[src/rtl/otpfa_pkg.sv]
// ----------------------------------------------------------------------------
// otpfa_pkg: shared types and constants
// Frame table sizing, codes and controller/datapath interface structs.
// ----------------------------------------------------------------------------
package otpfa_pkg;

    localparam int unsigned FRAME_COUNT = 16384;
    localparam int unsigned MAX_DUMP    = 64;
    localparam int unsigned AW          = $clog2(FRAME_COUNT);
    localparam int unsigned CW          = AW + 1;

    localparam logic [15:0] KERNEL_TAG  = 16'hFFFF;
    localparam logic [15:0] FIRST_RESET = 16'h0000;
    localparam logic [15:0] LIMIT_RESET = 16'hE000;

    typedef enum logic [1:0] {
        MODE_LOAD  = 2'd0,
        MODE_ALLOC = 2'd1,
        MODE_FREE  = 2'd2,
        MODE_DUMP  = 2'd3
    } t_mode;

    typedef enum logic [1:0] {
        ST_OK        = 2'd0,
        ST_NO_FRAME  = 2'd1,
        ST_BAD_PAGE  = 2'd2,
        ST_BAD_COUNT = 2'd3
    } t_status;

    typedef enum logic {
        REG_FIRST_PAGE = 1'b0,
        REG_LIMIT_PAGE = 1'b1
    } t_reg;

    typedef struct packed {
        logic clear;
        logic take;
        logic scan;
    } t_cmd;

    typedef struct packed {
        logic clear_done;
        logic res_now;
    } t_sts;

    // neighbor is acceptable to a process requester
    function automatic logic frame_ok(input logic [15:0] tag, input logic [15:0] req);
        return (tag == req) || (tag == 16'd0) || (tag == KERNEL_TAG);
    endfunction

endpackage

[src/rtl/otpfa_ctrl.sv]
// ----------------------------------------------------------------------------
// otpfa_ctrl: sequencing state machine
// Clear pass after reset, item intake, table scan and result handoff.
// ----------------------------------------------------------------------------
module otpfa_ctrl (
    input  logic              i_clk,
    input  logic              i_rst_n,
    input  logic              i_in_valid,
    output logic              o_in_ready,
    output logic              o_out_valid,
    input  logic              i_out_ready,
    input  logic              i_out_last,
    input  otpfa_pkg::t_sts   i_sts,
    output otpfa_pkg::t_cmd   o_cmd
);
    import otpfa_pkg::*;

    typedef enum logic [1:0] {
        S_CLEAR,
        S_IDLE,
        S_SCAN,
        S_OUT
    } t_state;

    t_state r_state;
    logic   r_out_valid;

    always_ff @(posedge i_clk) begin
        if (!i_rst_n) begin
            r_state     <= S_CLEAR;
            r_out_valid <= 1'b0;
        end else begin
            unique case (r_state)
                S_CLEAR: begin
                    if (i_sts.clear_done) begin
                        r_state <= S_IDLE;
                    end
                end
                S_IDLE: begin
                    if (i_in_valid) begin
                        if (i_sts.res_now) begin
                            r_state     <= S_OUT;
                            r_out_valid <= 1'b1;
                        end else begin
                            r_state <= S_SCAN;
                        end
                    end
                end
                S_SCAN: begin
                    if (i_sts.res_now) begin
                        r_state     <= S_OUT;
                        r_out_valid <= 1'b1;
                    end
                end
                S_OUT: begin
                    if (i_out_ready) begin
                        r_out_valid <= 1'b0;
                        r_state     <= i_out_last ? S_IDLE : S_SCAN;
                    end
                end
                default: begin
                    r_state     <= S_IDLE;
                    r_out_valid <= 1'b0;
                end
            endcase
        end
    end

    assign o_in_ready  = (r_state == S_IDLE);
    assign o_out_valid = r_out_valid;
    assign o_cmd.clear = (r_state == S_CLEAR);
    assign o_cmd.take  = (r_state == S_IDLE) && i_in_valid;
    assign o_cmd.scan  = (r_state == S_SCAN);

endmodule

[config.mk]
export PLATFORM = sky130hd
export DESIGN_NAME = otpfa_ctrl
export DESIGN_NICKNAME = d
export VERILOG_FILES = /design/src/rtl/otpfa_pkg.sv /design/src/rtl/otpfa_ctrl.sv
export SDC_FILE = /design/constraint.sdc
export NUM_CORES = 1
export LEC_CHECK = 0
export BUFFER_PORTS_ARGS = -buffer_cell sky130_fd_sc_hd__buf_2
export CAP_MARGIN = 20
export CORE_AREA = 2 2 39 41
export CTS_CLUSTER_DIAMETER = 150
export DETAILED_ROUTE_END_ITERATION = 16
export DIE_AREA = 0 0 41 43
export REMOVE_ABC_BUFFERS = 1
export SYNTH_ARGS = -nofsm -noshare
export SYNTH_HDL_FRONTEND = slang
export SYNTH_SLANG_ARGS = --single-unit
[constraint.sdc]
create_clock -name i_clk -period 3.7 [get_ports i_clk]
set_clock_uncertainty 0.2 [all_clocks]
set_input_delay 0.74 -clock i_clk [delete_from_list [all_inputs] [get_ports i_clk]]
set_output_delay 0.74 -clock i_clk [all_outputs]
set_load 0.03 [all_outputs]
# ---- Yosys cells after proc, flatten, opt, wreduce, memory -nomap -nowiden
# Index checks and enable logic that the tools add are counted.
dict set report word_totals {
  mem_bits_rw 0
  latch_bits 0
  wordCells 25
  in_bits 7
  memories 0
  output_inout_bits 5
  rom_bits 0
  regBits 3
}
dict set report classes {
  shifts 0
  n_mux 11
  add_sub_neg 0
  eq_ne 7
  n_lt_le_gt_ge 0
  multipliers 0
  n_reduce_logical 5
  bitwise 0
  div_mod_pow 0
}
# operator count
set ops {}
lappend ops {{$mux W2} 5}
lappend ops {{$ne A2 B2 Y1 const B} 4}
lappend ops {{$pmux W2 S4} 1}
lappend ops {{$eq A2 B2 Y1 const B} 2}
lappend ops {{$mux W1} 4}
lappend ops {{$reduce_and A4 Y1} 1}
lappend ops {{$pmux W1 S3} 1}
lappend ops {{$reduce_and A3 Y1} 1}
lappend ops {{$reduce_bool A3 Y1} 1}
lappend ops {{$eq A2 B1 Y1 const B} 1}
lappend ops {{$logic_not A2 Y1} 1}
lappend ops {{$logic_and A1 B1 Y1} 1}

# ---- Logic depth before layout (Yosys ltp)
# Gate-level depths: netlist of the first run.
dict set report depth {
  ltp_word 3
  depth_mapped 3
  mapped_depth_nobuf 3
}

# ---- Worst setup path after synthesis of the first run
# No wires, ideal clock.
dict set report synth_timing {
  path_kind {register to output}
  start {reg r_state[0]}
  end {out o_cmd[1] in the netlist's numbering}
  n_path_buf 0
  arrival_time_ps 1158
  path_stages_with_launch 3
  path_slack_ps 1602
  path_cell_list {dfxtp_1 -> nor2b_2 -> and2_1}
}
# element line
set synth_rtl {}
lappend synth_rtl {{from (decl)} otpfa_ctrl.sv:25} ;# t_state r_state;
lappend synth_rtl {{from (signal assigned)} otpfa_ctrl.sv:58} ;# r_state <= i_out_last ? S_IDLE : S_SCAN;
lappend synth_rtl {{to (decl)} otpfa_ctrl.sv:14} ;# output otpfa_pkg::t_cmd o_cmd

==> impl.org, run 1 <==
** Status
- The flow ran to the end, and the final reports show no timing, DRC or antenna violations.

** Layout
- Area growth from synthesis to layout :: 62.3%
- After the last flow step, the layout net total stands at 44.
- Of the cells placed in the final design, the portion with a size suffix greater than 1 is 41.7%.
- Number of antenna cells inserted :: 0

** Floorplan
- Die height :: 43 um
- Initial core utilization :: 11.8%
- Die span in x :: 41 um
- In this run the count of I/O pins placed on the die edge is 12.
- Die Area :: 1760 um2
- Placement row count :: 14
- Placeable core area :: 1380 um2

** Synth
- Cell type with the highest aggregate area in the netlist :: dfxtp_1
- Summing the sequential cell areas from Yosys gives 36.9% of the chip area.
- Yosys attributes the largest share of cell area to dfxtp_1 37%, o21a_1 9.2%, a31oi_1 7.7%, inv_1 6.9%, nor2_1 6.9%.
- Synthesis produced a netlist whose cell count is 21.
- After synthesis, the mean cell area works out to 7.75 um2.
- Yosys printed 0 warnings.
- Main synth FF type :: dfxtp_1
- Fraction of synthesis flops using an asynchronous set or reset pin :: 0%
- The top cell type by area accounts for 36.9% of the synthesized area.
- Post-synthesis instance area :: 163 um2
- Number of synthesized flops with an enable pin :: 0
- Number of distinct library cells after synthesis :: 12
- Flip-flop and latch count after synthesis :: 3
- Most used standard cells in the synthesized netlist :: 3 x dfxtp_1, 3 x inv_1, 3 x nor2_1

** GRT
- Grt ovf :: 0
- Maximum number of pins on one net before global-route repair :: 9
- The number of antenna violations at the first check in global routing was 0.
- The first global-routing pass estimated 600 um of wire.
- The via count of the first global-routing pass was 161.
- Global routing used 6.32% of the available tracks.

** Drt
- The final layout contains routed wiring with a total length of 415 um.
- Routed vias :: 187
- The detailed router finished its first iteration with 5 violations.
- Drt pass-1 iters :: 3
- Mean number of vias per cell :: 3.60
- The count of nets left with antenna violations once routing finished came out at 0.
- Average wire per cell in the routed design :: 7.98 um
- After detailed routing, the number of remaining DRC violations is 0.

** Timing
- For this run, the top clock speed supported by timing is 0.460 GHz.
- RSZ-0062 raised after global routing :: no
- Slew Viols, Final :: 0
- At the pin with the least slew margin, the transition time is 0.230 ns.
- Subtracting the final worst setup slack from the clock period gives 2.17 ns.
- The final critical path takes up 58.8% of the cycle.
- Setup violation total in the final timing report :: 0
- Max-slew headroom :: 84.6%
- The final number of hold-violating endpoints was 0.
- Setup_tns :: 0 ns

** Power and ir drop
- In this run the static leakage power is 0.000127 uW.
- Power comes to 126 uW.
- Worst vdd rail ir drop :: 91.6 uV
- Power spread over the standard cell area amounts to 478 nW/um2.

** Setup path
- Setup slack of the worst register-to-register path :: 2.49 ns
- The worst setup path is of the flip-flop to output port kind.
- Biggest fanout along the worst timing path :: 8
- Stage delay of the slowest cell on the critical path :: 0.43 ns
- Kind of launch point of the worst setup path :: flip-flop
- Path depth of the worst reg2reg path :: 3
- CP Data Required Time :: 2.76 ns
- STA puts the critical path data arrival time at 1.23 ns.
- The worst setup path is captured at an output port.
- The startpoint identified for the worst register-to-register timing path is r_state[0]$_SDFFE_PN0P_.
- Grouping stages by cell kind, the critical path spends the most delay in flip-flops.
- Crit path cell chain :: nor2b_2, and2_1, buf_2
- Together, buffers and inverters on the worst path number 1.
- Terminus of the critical flop-to-flop path :: o_out_valid$_SDFFE_PN0P_
- Slowest cell on the critical path :: dfxtp_1

** CTS
- TritonCTS built the clock tree.
- For the worst-skew pair, the clock arrives at the later sink with an insertion delay of 0.23 ns.
- CTS built an H-tree with a depth of 1.
- Post-CTS repair changed the size of 0 cells.
- The clock drives 3 sinks.
- Clock edge transition at the registers on the reported setup and hold paths :: 0.04 ns
- The number of setup buffers added after CTS is 0.
- Clock Root Buffer :: clkbuf_4
- Buffers inserted during clock tree synthesis total 3.
- # hold bufs at CTS :: 0
- The clock passes through at most 2 buffers.

** Hold path
- Number of instances on the worst hold path :: 2
- The worst hold path terminates at o_out_valid$_SDFFE_PN0P_.
- Hold crit path type :: flip-flop to flip-flop
- HP Start :: o_out_valid$_SDFFE_PN0P_

** Placement
- Buffers placed on the I/O ports in this run total 11.
- Placer Congestion :: 0.576
- DP Wirelength :: 335 um

** Job
- Max-capacitance violation count :: 0
layout by cell type, fill, tap and decap left out, drive strengths merged:
cell type / count
a221oi: 1
a311oi: 1
a31oi: 2
and2: 1
buf: 11
clkbuf: 4
dfxtp: 3
inv: 3
nand2: 1
nor2: 3
nor2b: 2
o21a: 2
o21ai: 2
logic make-up after synthesis:
family,Yosys count,synth area share (%)
buffers and inverters,3,6.92
flip-flops,3,36.9
AND/OR/NAND/NOR,7,22.3
AO/OA/AOI/OAI,8,33.8
worst max path at each step:
stage | startpoint | end | slack (ns) | cells after the start
2_1_floorplan | r_state[0]$_SDFFE_PN0P_ | o_cmd[1] | 1.60 | 2
3_3_place_gp | i_in_valid | o_cmd[1] | 1.59 | 3
3_5_place_dp | i_in_valid | o_cmd[1] | 1.58 | 3
4_1_cts | r_state[0]$_SDFFE_PN0P_ | o_cmd[1] | 1.51 | 3
5_1_grt | r_state[0]$_SDFFE_PN0P_ | o_cmd[1] | 1.43 | 3
6_report | r_state[0]$_SDFFE_PN0P_ | o_cmd[1] | 1.53 | 3
metrics by stage:
| stage | utilization (%) | setup WS, ns | hold WS [ns] | std cells | instance area (um2) |
|---|---|---|---|---|---|
| 2_1_floorplan | - | 1.60 | 0.376 | 21 | 163 |
| 3_3_place_gp | 17.2 | 1.59 | 0.343 | 48 | 238 |
| 3_5_place_dp | 17.2 | 1.58 | 0.332 | 48 | 238 |
| 4_1_cts | 19.1 | 1.51 | 0.344 | 52 | 264 |
| 5_1_grt | 19.1 | 1.43 | 0.407 | 52 | 264 |
| 6_report | 19.1 | 1.53 | 0.336 | 52 | 264 |
power by group:
part	switching (uW)	internal [uW]
Combinational	19.0	12.0
Sequential	3.97	35.4
Clock	15.5	40.3
layout make-up:
| class | count | area, um2 |
|---|---|---|
| clock buffer | 4 | 26.3 |
| timing repair buffer | 11 | 55.1 |
| fill | 160 | 1120 |
| multi-input combinational | 15 | 91.3 |
| inverter | 3 | 11.3 |
| sequential | 3 | 60.1 |
| tap | 16 | 20.0 |
flip-flops by register name, indices dropped and copies added (netlist names):
name         flops
o_out_valid      1
r_state          2
tightest hold or removal path: cells and delay by family (launching register included):
| family | cells | cell delay, ns |
|---|---|---|
| AO/OA/AOI/OAI | 1 | 0.09 |
| flip-flops | 1 | 0.33 |
| AND/OR/NAND/NOR | 1 | 0.08 |
metal layers:
layer,track usage (%),wire length [um]
met1,4.81,180
met2,6.56,188
met5,0,0
met3,7.85,46
met4,8.00,0
Note: power is estimated with default switching activity, not from simulation.
==> run 2: changes to the inputs <==
--- a/config.mk
+++ b/config.mk
@@ -5,6 +5,7 @@
 export SDC_FILE = /design/constraint.sdc
 export NUM_CORES = 1
 export LEC_CHECK = 0
+export ABC_AREA = 1
 export BUFFER_PORTS_ARGS = -buffer_cell sky130_fd_sc_hd__buf_2
 export CAP_MARGIN = 20
 export CORE_AREA = 2 2 39 41
==> constraint.sdc (replaced) <==
create_clock -name i_clk -period 1.82 [get_ports i_clk]
set_clock_uncertainty 0.2 [all_clocks]
set_input_delay 0.364 -clock i_clk [delete_from_list [all_inputs] [get_ports i_clk]]
set_output_delay 0.364 -clock i_clk [all_outputs]
set_load 0.03 [all_outputs]
==> run 2 against run 1 <==
  * Design area up 20%
  * Critical endpoint unchanged
  * Final cell count up 27%
  * Critical path type unchanged
  * Worst hold slack worse by 0.15 ns
  * First-iteration DRC count down 80%
  * Global-route usage up 0.90 points
  * Via count up 36%
  * Wire length up 28%
  * Die area unchanged
  * Sequential share of layout area down 3.9 points
  * Highest routed layer unchanged
==> impl.org, run 2 <==
** Synth
- The count of flip-flops with a built-in enable after synthesis is 0 (unchanged).
- The number of distinct standard cells referenced by the synthesized netlist was 17 (was 12).
- The largest area contributor in the synthesized netlist was dfxtp_1 (unchanged).
- Fraction of post-synthesis cell area in the top cell type by area :: 26.4% (was 36.9%)
- The mean cell area of the mapped netlist was 6.33 um2 (was 7.75 um2).
- Ys Warns :: 0 (unchanged)
- Post-synthesis instance area :: 228 um2 (was 163 um2)
- Sequential cell area fraction in the yosys report :: 26.4% (was 36.9%)
- Synth top area cells: dfxtp_1 26%, nand2_1 9.9%, inv_1 8.2%, nor2_1 8.2%, a21oi_1 6.6% (was dfxtp_1 37%, o21a_1 9.2%, a31oi_1 7.7%, inv_1 6.9%, nor2_1 6.9%).
- The most common cell in the synthesized netlist is nand2_1.
- Most used standard cells in the synthesized netlist :: 6 x nand2_1, 5 x inv_1, 5 x nor2_1 (was 3 x dfxtp_1, 3 x inv_1, 3 x nor2_1)
- The dominant synthesized flop cell is dfxtp_1 (unchanged).
- The gate count of the mapped netlist is 36 (was 21).
- Fraction of synthesis flops using an asynchronous set or reset pin :: 0% (unchanged)
- The number of synthesized register bits came to 3 (unchanged).

** Timing
- Dividing the final minimum period by the clock period gives 95.2%.
- Max-slew headroom :: 79.2% (was 84.6%)
- The transition time at the pin with the least slew margin was 0.312 ns (was 0.230 ns).
- Post-route worst hold slack :: 0.183 ns (was 0.336 ns)
- Timing-limited maximum frequency :: 0.577 GHz
- The final number of max-transition violations came to 0 (unchanged).
- The number of setup violations in the final report came to 0 (unchanged).
- RSZ-0062 raised after global routing :: no (unchanged)
- The final number of hold-violating endpoints was 0 (unchanged).
- Post-layout minimum cycle time :: 1.73 ns
- The total negative slack for setup checks was 0 ns (unchanged).

** Floorplan
- Die Area :: 1760 um2 (unchanged)
- The I/O pin total was 12 (unchanged).
- Die height :: 43 um (unchanged)
- Placeable core area :: 1380 um2 (unchanged)
- The floorplan row count came to 14 (unchanged).
- The die boundary width was 41 um (unchanged).
- Initial core utilization :: 16.5% (was 11.8%)

** Setup path
- The worst setup path category was flip-flop to output port (unchanged).
- The kind of cell adding the most delay to the critical path is flip-flops (unchanged).
- The kind of start point of the critical path is a flip-flop (unchanged).
- The critical path buffer and inverter count came to 1 (unchanged).
- The largest incremental delay on the critical path was 0.49 ns (was 0.43 ns).
- Launching point of the worst reg2reg path :: r_state[0]$_SDFFE_PN0P_ (unchanged)
- Biggest fanout along the worst timing path :: 8 (unchanged)
- The setup slack of the worst register-to-register path was 0.49 ns (was 2.49 ns).
- CP Data Required Time :: 1.26 ns (was 2.76 ns)
- The count of cell instances traversed by the critical path is 3 (unchanged).
- Terminus of the critical flop-to-flop path :: r_state[1]$_SDFFE_PN0P_ (was o_out_valid$_SDFFE_PN0P_)
- The data arrival time of the critical path was 1.17 ns (was 1.23 ns).
- Kind of capture point of the worst setup path :: output port (unchanged)
- Path depth of the worst reg2reg path :: 6 (was 3)
- Slowest cell on the critical path :: dfxtp_1 (unchanged)
- Crit path cell chain :: nand2_1, nor2_1, buf_2 (was nor2b_2, and2_1, buf_2)

** Power and ir drop
- Part of the total power dissipated in the clock network :: 20.6% (was 44.3%)
- Net Sw Power :: 275 uW (was 38.5 uW)
- The fraction of power consumed by sequential logic came to 23.7% (was 31.2%).
- Combinational share of power :: 55.6% (was 24.6%)
- Internal portion of total power :: 276 uW (was 87.7 uW)
- The largest vdd supply drop came to 344 uV (was 91.6 uV).
- Switching portion of total power :: 49.9% (was 30.5%)
- Leakage power :: 0.000172 uW (was 0.000127 uW)
- Total power density per cell area :: 1740 nW/um2 (was 478 nW/um2)

** Layout
- The layout overhead on the synthesized area came to 39.6% (was 62.3%).
- Most frequent cells in the layout :: 11 x buf_2, 6 x nand2_1, 5 x nor2_1, 5 x inv_1 (was 11 x buf_2, 3 x nor2_1, 3 x inv_1, 3 x clkbuf_4, 3 x dfxtp_1)
- The number of filler cells placed in the layout was 168 (was 160).
- Flip-flop count of the largest register, all copies and words added :: 2 (unchanged)
- Largest register by flop count :: r_state (unchanged)
- Net count, final :: 58 (was 44)
- Commonest non-fill, non-tap cell in the layout :: buf_2 (unchanged)
- Layout cell share with drive strength beyond 1 :: 40.0% (was 41.7%)
- The number of antenna repair diodes was 0 (unchanged).

** GRT
- First-pass GRT wire length :: 834 um (was 600 um)
- The sum of overflow across all layers after global routing came to 0 (unchanged).
- The via count of the first global-routing pass was 246 (was 161).
- The number of antenna violations at the first check in global routing is 0 (unchanged).
- The largest net degree at the start of global routing was 9 (unchanged).
- GRT Util Overall :: 7.21% (was 6.32%)

** Drt
- Wire length on met3 :: 41 um (was 46 um)
- Remaining number of nets flagged by the antenna check after routing :: 0 (unchanged)
- The detailed route wirelength on metal2 came to 274 um (was 188 um).
- Drt pass-1 iters :: 3 (unchanged)
- Routed vias :: 255 (was 187)
- The final routed wirelength across all metal layers came to 530 um (was 415 um).
- Number of DRC violations after detailed-routing iteration 0 :: 1 (was 5)
- Uppermost metal layer occupied by signal nets :: met3 (unchanged)
- The DRC violations left came to 0 (unchanged).
- The routed metal-1 wire length was 213 um (was 180 um).
- The via-per-instance ratio was 3.86 (was 3.60).
- Average wire per cell in the routed design :: 8.03 um (was 7.98 um)

** Hold path
- Hold crit path type :: input port to flip-flop (was flip-flop to flip-flop)
- HP Start :: i_rst_n (was o_out_valid$_SDFFE_PN0P_)
- The cell depth of the worst min-delay path was 3 (was 2).
- The worst hold path endpoint is r_state[1]$_SDFFE_PN0P_ (was o_out_valid$_SDFFE_PN0P_).

** CTS
- Clock edge transition at the registers on the reported setup and hold paths :: 0.03 ns (was 0.04 ns)
- The latest clock arrival within the worst-skew pair came to 0.23 ns (about the same).
- The setup fix buffers added after clock tree synthesis was 0 (unchanged).
- The clock tree from TritonCTS is built (unchanged).
- # hold bufs at CTS :: 0 (unchanged)
- Clock Root Buffer :: clkbuf_4 (unchanged)
- Number of clock buffers inserted by TritonCTS :: 3 (unchanged)
- Total number of H-tree levels :: 1 (unchanged)
- Maximum buffer depth of the clock tree :: 2 (unchanged)
- Clock sinks :: 3 (unchanged)
- The count of instances resized after the clock tree is built was 0 (unchanged).

** Placement
- The quantity of I/O buffers inserted on ports was 11 (unchanged).
- The final weighted congestion of routability-driven global placement was 0.772 (was 0.576).

** Status
- Result of the run :: completed (unchanged)

** Job
- Max-capacitance violation count :: 0 (unchanged)
==> run 2: changes by cell type after synthesis, sizes merged, moves of 2 or more <==
cell	previous run	this run
nor2	3	7
nand2	1	7
o21a	2	0
a21oi	0	3
a31oi	2	0
inv	3	7
nor2b	2	0
nand3	0	3
==> run 2: worst max-delay path by stage <==
stage,to,slack [ns],startpoint
after global routing,o_cmd[1],0.001,r_state[0]$_SDFFE_PN0P_
after global placement,o_cmd[1],0.35,r_state[0]$_SDFFE_PN0P_
after floorplan,o_cmd[1],0.23,r_state[0]$_SDFFE_PN0P_
after detailed placement,o_cmd[1],0.31,r_state[0]$_SDFFE_PN0P_
final,o_cmd[1],0.09,r_state[0]$_SDFFE_PN0P_
after CTS,o_cmd[1],0.06,r_state[0]$_SDFFE_PN0P_
==> run 2: routing by layer <==
| metal | up-vias | global-route usage, % |
|---|---|---|
| met4 | 0 | 4.00 |
| met1 | 109 | 7.35 |
| met5 | - | 0 |
| met2 | 7 | 10.6 |
| li1 | 139 | - |
| met3 | 0 | 4.71 |
==> run 2: worst reg2reg max path: stages, from the launching register on <==
cell	delay [ns]
dfxtp_1	0.49
inv_1	0.08
nand3b_1	0.11
nand2_1	0.08
nor2_2	0.09
and2_1	0.12
nor2_1	0.04
==> run 2: cells by family (layout without fill, tap and decap cells) <==
family | Yosys count | count (layout) | share of synthesized area [%]
simple gates | 19 | 19 | 43.4
buf+inv | 8 | 22 | 16.5
flops | 3 | 3 | 26.4
compound gates | 6 | 6 | 13.7
==> run 2: layout make-up <==
cell class | count | area, um2 | area share (%)
tap | 16 | 20.0 | 6.30
timing repair buffer | 11 | 55.1 | 17.3
inverter | 7 | 26.3 | 8.27
sequential | 3 | 60.1 | 18.9
clock buffer | 4 | 26.3 | 8.27
multi-input combinational | 25 | 130 | 40.9
==> run 2: power by group through the flow <==
stage	registers [uW]	logic, uW	clock network (uW)
2_1_floorplan	140	225	0
3_3_place_gp	132	308	0
3_5_place_dp	133	309	0
4_1_cts	132	310	121
5_1_grt	135	342	129
6_report	131	307	114
==> run 2: stage by stage <==
stage / area [um2] / util, % / total power [uW] / std cells / setup slack [ns]
after CTS: 318 / 23.0 / 562 / 66 / 0.0646
after detailed placement: 292 / 21.1 / 442 / 62 / 0.312
after global placement: 292 / 21.1 / 440 / 62 / 0.347
after global routing: 318 / 23.0 / 607 / 66 / 0.00101
final: 318 / 23.0 / 552 / 66 / 0.0874
after floorplan: 216 / - / 366 / 35 / 0.233
==> run 3: changes to the inputs <==
==> constraint.sdc (replaced) <==
create_clock -name i_clk -period 1.65 [get_ports i_clk]
set_clock_uncertainty 0.2 [all_clocks]
set_input_delay 0.33 -clock i_clk [delete_from_list [all_inputs] [get_ports i_clk]]
set_output_delay 0.33 -clock i_clk [all_outputs]
set_load 0.03 [all_outputs]
==> run 3 against run 2 <==
  * Clock power is 11% higher
  * Worst setup slack got worse by 0.0037 ns
  * Utilization is 0.36 points higher
  * Critical endpoint unchanged
  * Count of clock-buffer cells in the layout unchanged
==> impl.org, run 3 (synthesis gave the netlist of run 2 again) <==
** Status
- Result of the run :: completed (unchanged)

** Drt
- The count of TritonRoute iterations in the first routing pass was 2 (was 3).
- The average wire length per cell after detail routing was 7.85 um (was 8.03 um).
- Drt total wl :: 518 um (was 530 um)
- The via-per-instance ratio was 4.03 (was 3.86).
- Remaining routing DRC violations :: 0 (unchanged)
- Number of DRC violations after detailed-routing iteration 0 :: 4 (was 1)
- Routed vias :: 266 (was 255)
- Remaining number of nets flagged by the antenna check after routing :: 0 (unchanged)

** Layout
- Layout cell share with drive strength beyond 1 :: 44.0% (was 40.0%)
- The number of filler cells placed in the layout came to 169 (was 168).
- Footprint of the multi-input gates :: 130 um2 (unchanged)
- Largest register by flop count :: r_state (unchanged)
- The most common library cell in the layout ignoring fill and taps is buf_2 (unchanged).
- The post-layout net count was 58 (unchanged).
- Most frequent cells in the layout: 10 x buf_2, 6 x nand2_1, 5 x nor2_1, 5 x inv_1 (was 11 x buf_2, 6 x nand2_1, 5 x nor2_1, 5 x inv_1).
- The register cell area after layout was 62.6 um2 (was 60.1 um2).
- The layout overhead on the synthesized area is 41.8% (was 39.6%).
- The final core area utilization was 23.3% (was 23.0%).
- Number of antenna cells inserted :: 0 (unchanged)
- Flip-flop count of the largest register, all copies and words added :: 2 (unchanged)

** GRT
- The met2 demand-to-capacity share in global routing is 10.0% (was 10.6%).
- Grt ovf :: 0 (unchanged)
- The via count of the first global-routing pass was 230 (was 246).
- The wire length of the first global-routing pass came to 793 um (was 834 um).
- Met1 Resource Use GR :: 7.03% (was 7.35%)
- GRT Util Overall :: 6.91% (was 7.21%)
- GRT busiest layer :: met2 (unchanged)
- The met3 routing resource usage after global routing came to 4.71% (unchanged).
- The number of antenna violations at the first check in global routing came to 0 (unchanged).
- The largest net degree at the start of global routing came to 9 (unchanged).

** Hold path
- Hold crit path type :: input port to flip-flop (unchanged)

** Setup path
- The setup slack of the worst register-to-register path was 0.43 ns (was 0.49 ns).
- Terminus of the critical flop-to-flop path :: r_state[1]$_SDFFE_PN0P_ (unchanged)
- The worst setup path category was flip-flop to output port (unchanged).
- Crit path launch :: r_state[1]$_SDFFE_PN0P_ (was r_state[0]$_SDFFE_PN0P_)
- Kind of capture point of the worst setup path :: output port (unchanged)
- Biggest fanout along the worst timing path :: 5 (was 8)
- Endpoint of the worst setup timing path :: o_cmd[1] (unchanged)
- The startpoint of the lowest-slack register-to-register path is r_state[0]$_SDFFE_PN0P_ (unchanged).
- The depth of the worst register-to-register path came to 6 (unchanged).
- CP Data Required Time :: 1.12 ns (was 1.26 ns)
- Slowest cell on the critical path :: dfxtp_2 (was dfxtp_1)
- Kind of launch point of the worst setup path :: flip-flop (unchanged)
- Crit path cell chain :: inv_2, nand2_1, nor2_1, buf_4 (was nand2_1, nor2_1, buf_2)
- The largest incremental delay on the critical path came to 0.34 ns (was 0.49 ns).
- Arr. time, crit path :: 1.04 ns (was 1.17 ns)

** Power and ir drop
- Worst vdd rail ir drop :: 418 uV (was 344 uV)
- Leakage power :: 0.000173 uW (was 0.000172 uW)
- Total power density per cell area :: 1920 nW/um2 (was 1740 nW/um2)

** Timing
- Worst-Margin Slew :: 0.178 ns (was 0.312 ns)
- RSZ-0062 raised after global routing :: no (unchanged)
- Setup violation total in the final timing report :: 0 (unchanged)
- The worst slew slack as a fraction of its limit came to 88.1% (was 79.2%).
- Post-layout minimum cycle time :: 1.57 ns
- The total negative slack for setup checks was 0 ns (unchanged).
- The worst path uses 94.9% of the clock period.
- Slew Viols, Final :: 0 (unchanged)
- Timing-limited maximum frequency :: 0.638 GHz
- The final number of hold-violating endpoints came to 0 (unchanged).

** Floorplan
- Placeable core area :: 1380 um2 (unchanged)
- Die span in x :: 41 um (unchanged)
- The floorplan row count was 14 (unchanged).
- The height of the die came to 43 um (unchanged).
- The starting density of the core came to 16.5% (unchanged).
- Die Area :: 1760 um2 (unchanged)
- The I/O pin total was 12 (unchanged).

** CTS
- The latest clock arrival within the worst-skew pair came to 0.23 ns (about the same).
- The number of buffers created by CTS is 3 (unchanged).
- TritonCTS clock tree :: built (unchanged)
- The clock tree root driver cell was clkbuf_4 (unchanged).
- The maximum clock path buffer count was 2 (unchanged).
- Clock sinks :: 3 (unchanged)
- Total number of H-tree levels :: 1 (unchanged)
- Clock edge transition at the registers on the reported setup and hold paths :: 0.03 ns (about the same)
- The setup fix buffers added after clock tree synthesis is 0 (unchanged).

** Placement
- The quantity of I/O buffers inserted on ports came to 11 (unchanged).
- Placer Congestion :: 0.770 (was 0.772)

** Job
- Max-capacitance violation count :: 0 (unchanged)
run 3: changes by cell type in the layout (fill, tap and decap cells not counted):
| cell | delta |
|---|---|
| dfxtp_1 | -2 |
| buf_4 | +1 |
| buf_2 | -1 |
| dfxtp_2 | +2 |
run 3: repair_timing:
item,4_1_cts,5_1_grt
setup endpoints to repair,2,3
hold buffers,0,0
gates resized for setup,1,3
run 3: layout make-up:
cell class                      instances  share of cell area, %
Multi-Input combinational cell         25                   40.3
Tap cell                               16                   6.20
Clock buffer                            4                   8.14
Inverter                                7                   8.14
Timing Repair Buffer                   11                   17.8
Sequential cell                         3                   19.4
run 3: metrics by stage:
stage,cells,power [uW],cell area [um2],setup slack [ns],hold slack [ns]
2_1_floorplan,35,403,216,0.0972,0.250
3_3_place_gp,62,484,292,0.209,0.237
3_5_place_dp,62,486,292,0.176,0.244
4_1_cts,66,622,319,0.00805,0.139
5_1_grt,66,674,323,0.00945,0.138
6_report,66,619,323,0.0837,0.138
run 3: where the power goes:
| group | internal (uW) | total [uW] | switching [uW] |
|---|---|---|---|
| sequential | 105 | 152 | 46.5 |
| combinational | 117 | 341 | 224 |
| clock | 90.4 | 126 | 35.4 |
| total | 313 | 619 | 306 |
run 3: worst max-delay path, delay by kind of cell, from the launching register on:
| family | cells | cell delay (ns) |
|---|---|---|
| DFF | 1 | 0.34 |
| and+or+nand+nor | 2 | 0.20 |
| buffers and inverters | 2 | 0.26 |
run 3: routing by layer:
layer / part of all wire (%) / vias up / routed length (um)
met2: 50 / 7 / 261
met4: 0 / 0 / 0
met3: 8.5 / 0 / 44
met1: 41 / 121 / 212
li1: - / 138 / -
met5: 0 / - / 0
run 3: worst min-delay path by stage:
stage	start	to	slack (ns)	cells past startpoint
2_1_floorplan	i_rst_n	r_state[1]$_SDFFE_PN0P_	0.25	2
3_3_place_gp	o_out_valid$_SDFFE_PN0P_	o_out_valid$_SDFFE_PN0P_	0.24	2
3_5_place_dp	o_out_valid$_SDFFE_PN0P_	o_out_valid$_SDFFE_PN0P_	0.24	2
4_1_cts	i_rst_n	r_state[1]$_SDFFE_PN0P_	0.14	3
5_1_grt	i_rst_n	r_state[1]$_SDFFE_PN0P_	0.14	3
6_report	i_rst_n	r_state[1]$_SDFFE_PN0P_	0.14	3
